[src/kbsd_pkg.sv]
// Shared types and constants for the keyed byte stream cipher.
package kbsd_pkg;

    localparam int BYTE_W   = 8;
    localparam int KEY_W    = 64;
    localparam int KEY_ALL  = 2 * KEY_W;
    localparam int MAX_KEYB = KEY_ALL / BYTE_W;

    typedef logic [BYTE_W-1:0] t_byte_val;
    typedef logic [KEY_W-1:0]  t_key_word;

    typedef enum logic {
        CFG_KEY_LOW  = 1'b0,
        CFG_KEY_HIGH = 1'b1
    } t_cfg_addr;

    typedef struct packed {
        logic      last;
        t_byte_val data;
    } t_byte;

endpackage

[src/kbsd_cipher.sv]
// Key registers, rotating key ring, position counter and keystream XOR.
module kbsd_cipher #(
    parameter int KEY_BYTES = 16
) (
    input  logic              i_clk,
    input  logic              i_rst_n,
    input  logic              i_cfg_we,
    input  kbsd_pkg::t_cfg_addr i_cfg_addr,
    input  kbsd_pkg::t_key_word i_cfg_wdata,
    input  logic              i_take,
    input  kbsd_pkg::t_byte   i_item,
    output kbsd_pkg::t_byte   o_result
);
    import kbsd_pkg::*;

    localparam int PW = (KEY_BYTES > 1) ? $clog2(KEY_BYTES) : 1;
    localparam logic [PW-1:0] LAST_POS = PW'(KEY_BYTES - 1);

    t_key_word            r_key_low;
    t_key_word            r_key_high;
    t_key_word            n_key_low;
    t_key_word            n_key_high;
    logic [KEY_ALL-1:0]   n_key_all;
    t_byte_val            r_ring [KEY_BYTES];
    t_byte_val            r_base;
    logic [PW-1:0]        r_pos;
    logic [PW-1:0]        n_pos;
    logic [BYTE_W+PW-1:0] w_prod;
    t_byte_val            w_sum;
    t_byte_val            w_new;

    always_comb begin
        n_key_low  = r_key_low;
        n_key_high = r_key_high;
        if (i_cfg_we) begin
            case (i_cfg_addr)
                CFG_KEY_LOW:  n_key_low  = i_cfg_wdata;
                CFG_KEY_HIGH: n_key_high = i_cfg_wdata;
                default: ;
            endcase
        end
        n_key_all = {n_key_high, n_key_low};
    end

    assign w_prod = (BYTE_W+PW)'(r_base) * (BYTE_W+PW)'(r_pos);
    assign w_sum  = r_ring[0] + r_ring[(KEY_BYTES > 1) ? 1 : 0];
    assign w_new  = (w_sum == '0) ? t_byte_val'(1) : w_sum;
    assign n_pos  = (r_pos == LAST_POS) ? '0 : r_pos + PW'(1);

    always_comb begin
        o_result.last = i_item.last;
        o_result.data = i_item.data ^ r_ring[0] ^ w_prod[BYTE_W-1:0];
    end

    always_ff @(posedge i_clk) begin
        if (!i_rst_n) begin
            r_key_low  <= '0;
            r_key_high <= '0;
            r_pos      <= '0;
            r_base     <= '0;
            for (int j = 0; j < KEY_BYTES; j++) begin
                r_ring[j] <= '0;
            end
        end else if (i_cfg_we || (i_take && i_item.last)) begin
            // reload ring from key and restart at position zero
            r_key_low  <= n_key_low;
            r_key_high <= n_key_high;
            r_pos      <= '0;
            r_base     <= n_key_all[BYTE_W-1:0];
            for (int j = 0; j < KEY_BYTES; j++) begin
                r_ring[j] <= n_key_all[BYTE_W*j +: BYTE_W];
            end
        end else if (i_take) begin
            // update head, rotate ring by one
            r_pos <= n_pos;
            if (r_pos == '0) begin
                r_base <= w_new;
            end
            for (int j = 0; j < KEY_BYTES - 1; j++) begin
                r_ring[j] <= r_ring[j+1];
            end
            r_ring[KEY_BYTES-1] <= w_new;
        end
    end

endmodule

[src/kbsd_out_reg.sv]
// Output register stage with flow-through ready.
module kbsd_out_reg (
    input  logic            i_clk,
    input  logic            i_rst_n,
    input  logic            i_valid,
    input  kbsd_pkg::t_byte i_item,
    output logic            o_ready,
    output logic            o_valid,
    output kbsd_pkg::t_byte o_item,
    input  logic            i_ready
);
    import kbsd_pkg::*;

    logic  r_valid;
    t_byte r_item;

    assign o_ready = !r_valid || i_ready;
    assign o_valid = r_valid;
    assign o_item  = r_item;

    always_ff @(posedge i_clk) begin
        if (!i_rst_n) begin
            r_valid <= 1'b0;
        end else if (o_ready) begin
            r_valid <= i_valid;
        end
    end

    always_ff @(posedge i_clk) begin
        if (o_ready && i_valid) begin
            r_item <= i_item;
        end
    end

endmodule

[src/keyed_byte_stream_decrypt.sv]
// Top level of the keyed byte stream cipher.
// Symmetric byte stream cipher: the same transform encrypts and decrypts. One byte
// is taken per clock cycle and its result appears in the output register on the
// next cycle; the rate is set by the keystream step (an 8x4 multiply,
// a byte add and a one-place rotation of the key ring). Input is accepted while the
// output register is empty or being drained. Write the key only while the stream
// is idle; a key write or a byte marked tlast reloads the key ring and restarts at
// position zero. Key bytes at index KEY_BYTES and above are ignored.
module keyed_byte_stream_decrypt #(
    parameter int KEY_BYTES = 16
) (
    input  logic                i_clk,
    input  logic                i_rst_n,
    input  logic                i_cfg_we,
    input  kbsd_pkg::t_cfg_addr i_cfg_addr,
    input  kbsd_pkg::t_key_word i_cfg_wdata,
    input  logic                s_axis_tvalid,
    output logic                s_axis_tready,
    input  logic [7:0]          s_axis_tdata,   // [7:0] data_in
    input  logic                s_axis_tlast,
    output logic                m_axis_tvalid,
    input  logic                m_axis_tready,
    output logic [7:0]          m_axis_tdata,   // [7:0] data_out
    output logic                m_axis_tlast
);
    import kbsd_pkg::*;

    t_byte w_in;
    t_byte w_res;
    t_byte w_out;
    logic  w_take;

    assign w_in.data = s_axis_tdata;
    assign w_in.last = s_axis_tlast;
    assign w_take    = s_axis_tvalid && s_axis_tready;

    kbsd_cipher #(
        .KEY_BYTES (KEY_BYTES)
    ) u_cipher (
        .i_clk       (i_clk),
        .i_rst_n     (i_rst_n),
        .i_cfg_we    (i_cfg_we),
        .i_cfg_addr  (i_cfg_addr),
        .i_cfg_wdata (i_cfg_wdata),
        .i_take      (w_take),
        .i_item      (w_in),
        .o_result    (w_res)
    );

    kbsd_out_reg u_out (
        .i_clk   (i_clk),
        .i_rst_n (i_rst_n),
        .i_valid (s_axis_tvalid),
        .i_item  (w_res),
        .o_ready (s_axis_tready),
        .o_valid (m_axis_tvalid),
        .o_item  (w_out),
        .i_ready (m_axis_tready)
    );

    assign m_axis_tdata = w_out.data;
    assign m_axis_tlast = w_out.last;

endmodule

[config.mk]
export PLATFORM = sky130hd
export DESIGN_NAME = keyed_byte_stream_decrypt
export DESIGN_NICKNAME = d
export VERILOG_FILES = /design/src/kbsd_pkg.sv /design/src/kbsd_cipher.sv /design/src/kbsd_out_reg.sv /design/src/keyed_byte_stream_decrypt.sv
export SDC_FILE = /design/constraint.sdc
export NUM_CORES = 1
export LEC_CHECK = 0
export BUFFER_PORTS_ARGS = -buffer_cell sky130_fd_sc_hd__buf_2
export CAP_MARGIN = 25
export CORE_UTILIZATION = 55
export CTS_CLUSTER_SIZE = 10
export DETAILED_ROUTE_END_ITERATION = 10
export PLACE_DENSITY = 0.74
export REMOVE_ABC_BUFFERS = 1
export SYNTH_ARGS = -nofsm -noshare
export SYNTH_HDL_FRONTEND = slang
export SYNTH_SLANG_ARGS = --single-unit
[constraint.sdc]
create_clock -name i_clk -period 6.1 [get_ports i_clk]
set_input_delay 0.61 -clock i_clk [delete_from_list [all_inputs] [get_ports i_clk]]
set_output_delay 0.61 -clock i_clk [all_outputs]
set_load 0.005 [all_outputs]
==> summary.md <==
| Metric | Value |
|---|---|
| Simple-gate area share of the yosys netlist | `13.8%` |
| Clock Skew | `about 0.0083 ns` |
| TritonCTS clock tree | `built` |
| Fin. Hold Viols | `0` |
| CP max-delay cell | `dfxtp_1` |
| Row count | `53` |
| Register area share after synthesis | `57.6%` |
| Mapped Area | `12000 um^2` |
| HP Class | `in -> reg` |
| Die Span X | `150 um` |
| FF/Latch Area | `between 6000 and 7000 um^2` |
| Main combinational cell family by area after synthesis | `simple AND/OR/NAND/NOR gates` |
| Compound-Gate Fraction of Synth Area | `8.90%` |
| Unrepaired setup endpoints after global routing | `false` |
| Syn_area_per_cell | `11.4 um^2` |
| Crit path cell chain | `nand2_1, fa_1, inv_1, fa_1, ha_1, a21o_1, a21oi_1, o21bai_1, a21oi_1, xnor2_1` |
| First DRT Iteration DRCs | `500` |
| Outcome | `complete, no violations` |
| Routed len/inst | `17.5 um` |
| Minimum hold slack | `between 0.3 and 0.4 ns` |
| Initial core utilization | `56.7%` |
| Postcts setup bufs | `0` |
| IO Pins | `90` |
| Layout fillers | `1745` |
| LEAKAGE | `~5.4 nW` |
| Cell taking the most area after synthesis | `edfxtp_1` |
| Gr usage total | `about 23%` |
| N_diodes | `0` |
| Crit. End Element | `flop` |
| Period utilization | `48.6%` |
| Gp weighted congestion | `0.821` |
| CTS Root Cell | `clkbuf_16` |
| Die Ht | `roughly 150 um` |
| Critical path class | `reg -> reg` |
| Clk sinks | `278` |
| Post-synthesis mux area share | `a little over a tenth` |
| Vias | `7871` |
| Worst ir drop on vdd | `193 uV` |
| Netlist cell types | `59` |
| Synth cell count leaders | `nand2_1, dfxtp_1, edfxtp_1` |
| Residual DRC | `0` |
| Largest net degree at the start of global routing | `103` |
| First-pass DRT Iterations | `4` |
| Fin. max-slew vios | `0` |
| Critical Path RT | `6.40 ns` |
| Yosys top cell area share | `between 30% and 40%` |
| Hold Crit Depth | `3` |
| Max-slew headroom | `37.2%` |
| Worst-path clk slew | `0.06 ns` |
| Final ANT Viol Nets | `0` |
| First-pass GRT wire length | `39800 um` |
| Dominant synthesized flop cell | `dfxtp_1` |
| Post-Route WL | `24900 um` |
| Gates resized, CTS repair | `0` |
| Synth Area in Adders | `3.43%` |
| Nets | `1226` |
| Seq cells post-synth | `278` |
| Pwr/cell area | `308 nW/um^2` |
| H-tree lvl count | `1` |
| CP Launch Type | `flop` |
| CP Data Arrival Time | `3.26 ns` |
| Core ar. | `21200 um^2` |
| Num CTS Buffers | `31` |
| Worst-Margin Slew | `0.942 ns` |
| FMAX | `337 MHz` |
| XOR/XNOR share of the synthesized area | `2.17%` |
| Layout cell share with drive strength beyond 1 | `12.9%` |
| R2R depth | `10` |
| IO Port Bufs | `a little under 90` |
| Hpwl dp | `14600 um` |
| Yosys warns | `0` |
| Vias per cell | `roughly 5.6` |
| Vias in the first global route | `7574` |
| Top post-synthesis cells by area | `edfxtp_1, dfxtp_1, mux2i_1` |
| Global route overflow | `0` |
| Multi-input gate area | `4740 um^2` |
| Initial antenna violation count | `0` |
| Post-Synthesis Cells | `1052` |
| Async S/R FF share, synth | `0%` |
| Total negative slack | `0 ns` |
| Max-Cap Viols | `0` |
| Final setup vio count | `0` |
| Min Tclk post-route | `2.96 ns` |
| Die footprint | `roughly 22000 um^2` |
| Worst Path Max Fanout | `10` |
| Count leader, synth | `nand2_1` |
| Post-synth EDFFs | `~140` |
| Crit-path max cell delay | `0.51 ns` |
| Longest Clk Path Bufs | `3` |
| Area grow syn2layout | `11.9%` |
| Cts hold-fix bufs | `0` |
| Skew-Pair Late Insertion Delay | `roughly 0.54 ns` |
per-layer routing:
layer | global-route usage (%) | vias up | routed length (um)
li1 | - | 3791 | -
met1 | 32.0 | 3856 | 11600
met2 | 36.3 | 188 | 11800
met3 | 2.77 | 36 | 1050
met4 | 6.67 | 0 | 454
met5 | 0 | - | 0
report_power, final:
part	internal (mW)	switching [mW]	total (mW)
registers	2.09	0.0448	2.14
logic	0.149	0.221	0.370
clock network	0.947	0.699	1.65
path summary, 6_finish.rpt:
kind,start,to,slack [ns]
worst max-delay path,u_cipher.r_pos[2],u_out.o_item[7],3.14
worst min-delay path,s_axis_tvalid,u_out.o_valid,0.36
worst max register to register,u_cipher.r_pos[2],u_out.o_item[7],3.14
worst min register to register,u_cipher.r_key_low[5],u_cipher.r_key_low[5],0.50
worst max-delay path, delay by kind of cell (launching register included):
family | cells | cell delay [ns]
XOR/XNOR | 1 | 0.09
AO/OA/AOI/OAI | 4 | 0.67
buffers and inverters | 1 | 0.05
AND/OR/NAND/NOR | 1 | 0.12
adder cells (fa/ha/maj) | 3 | 1.28
flip-flops | 1 | 0.51
final cells by class:
type / count / area share (%)
flip-flops and latches: 278 / 51.5
multi-input cells: 691 / 35.2
repair buffers: 96 / 3.72
clock buffers: 56 / 6.46
well taps: 275 / 2.55
inverters: 22 / 0.613
kinds of logic after synthesis:
family | Yosys count
AO/OA/AOI/OAI | 181
AND/OR/NAND/NOR | 325
adder cells (fa/ha/maj) | 27
multiplexers | 129
buffers and inverters | 83
flip-flops | 278
XOR/XNOR | 29
cell usage in the layout (no fill, tap or decap), types with 3 or more instances in the layout:
cell type / netlist / layout
a21oi_1: 12 / 12
o211ai_1: 5 / 5
xnor2_1: 24 / 24
o211a_1: 4 / 4
nor2_1: 9 / 9
nand2_1: 143 / 142
nand3b_1: 3 / 3
nor2b_1: 127 / 127
and3_1: 8 / 7
dfxtp_1: 141 / 141
o21ai_1: 9 / 9
and2_1: 16 / 16
fa_1: 10 / 10
inv_1: 20 / 20
edfxtp_1: 137 / 137
nor3b_1: 3 / 3
o31ai_1: 4 / 3
clkbuf_1: 29 / 25
buf_4: 16 / 8
o22ai_1: 7 / 7
clkbuf_16: 0 / 31
o21a_1: 3 / 3
ha_1: 17 / 17
o21ai_0: 118 / 118
xor2_1: 4 / 4
buf_2: 13 / 88
mux2i_1: 128 / 128
stage by stage:
stage | area (um^2) | setup WS (ns) | util, % | std cells | power, mW
after global placement | 12600 | 3.15 | 59.4 | 1362 | 2.53
final | 13500 | 3.14 | 63.5 | 1418 | 4.15
after global routing | 13500 | 3.01 | 63.5 | 1418 | 4.30
after floorplan | 11700 | 2.50 | - | 991 | 2.40
after CTS | 13500 | 3.14 | 63.5 | 1418 | 4.17
after detailed placement | 12600 | 3.08 | 59.4 | 1362 | 2.54
flip-flops by register name, summed over array words and instances, names as in the netlist:
register / cells
u_cipher.r_key_low: 64
u_cipher.r_key_high: 64
u_cipher.r_base: 8
u_cipher.r_ring: 128
u_out.o_item: 9
u_cipher.r_pos: 4
u_out.o_valid: 1
Note: power is estimated with default switching activity, not from simulation.
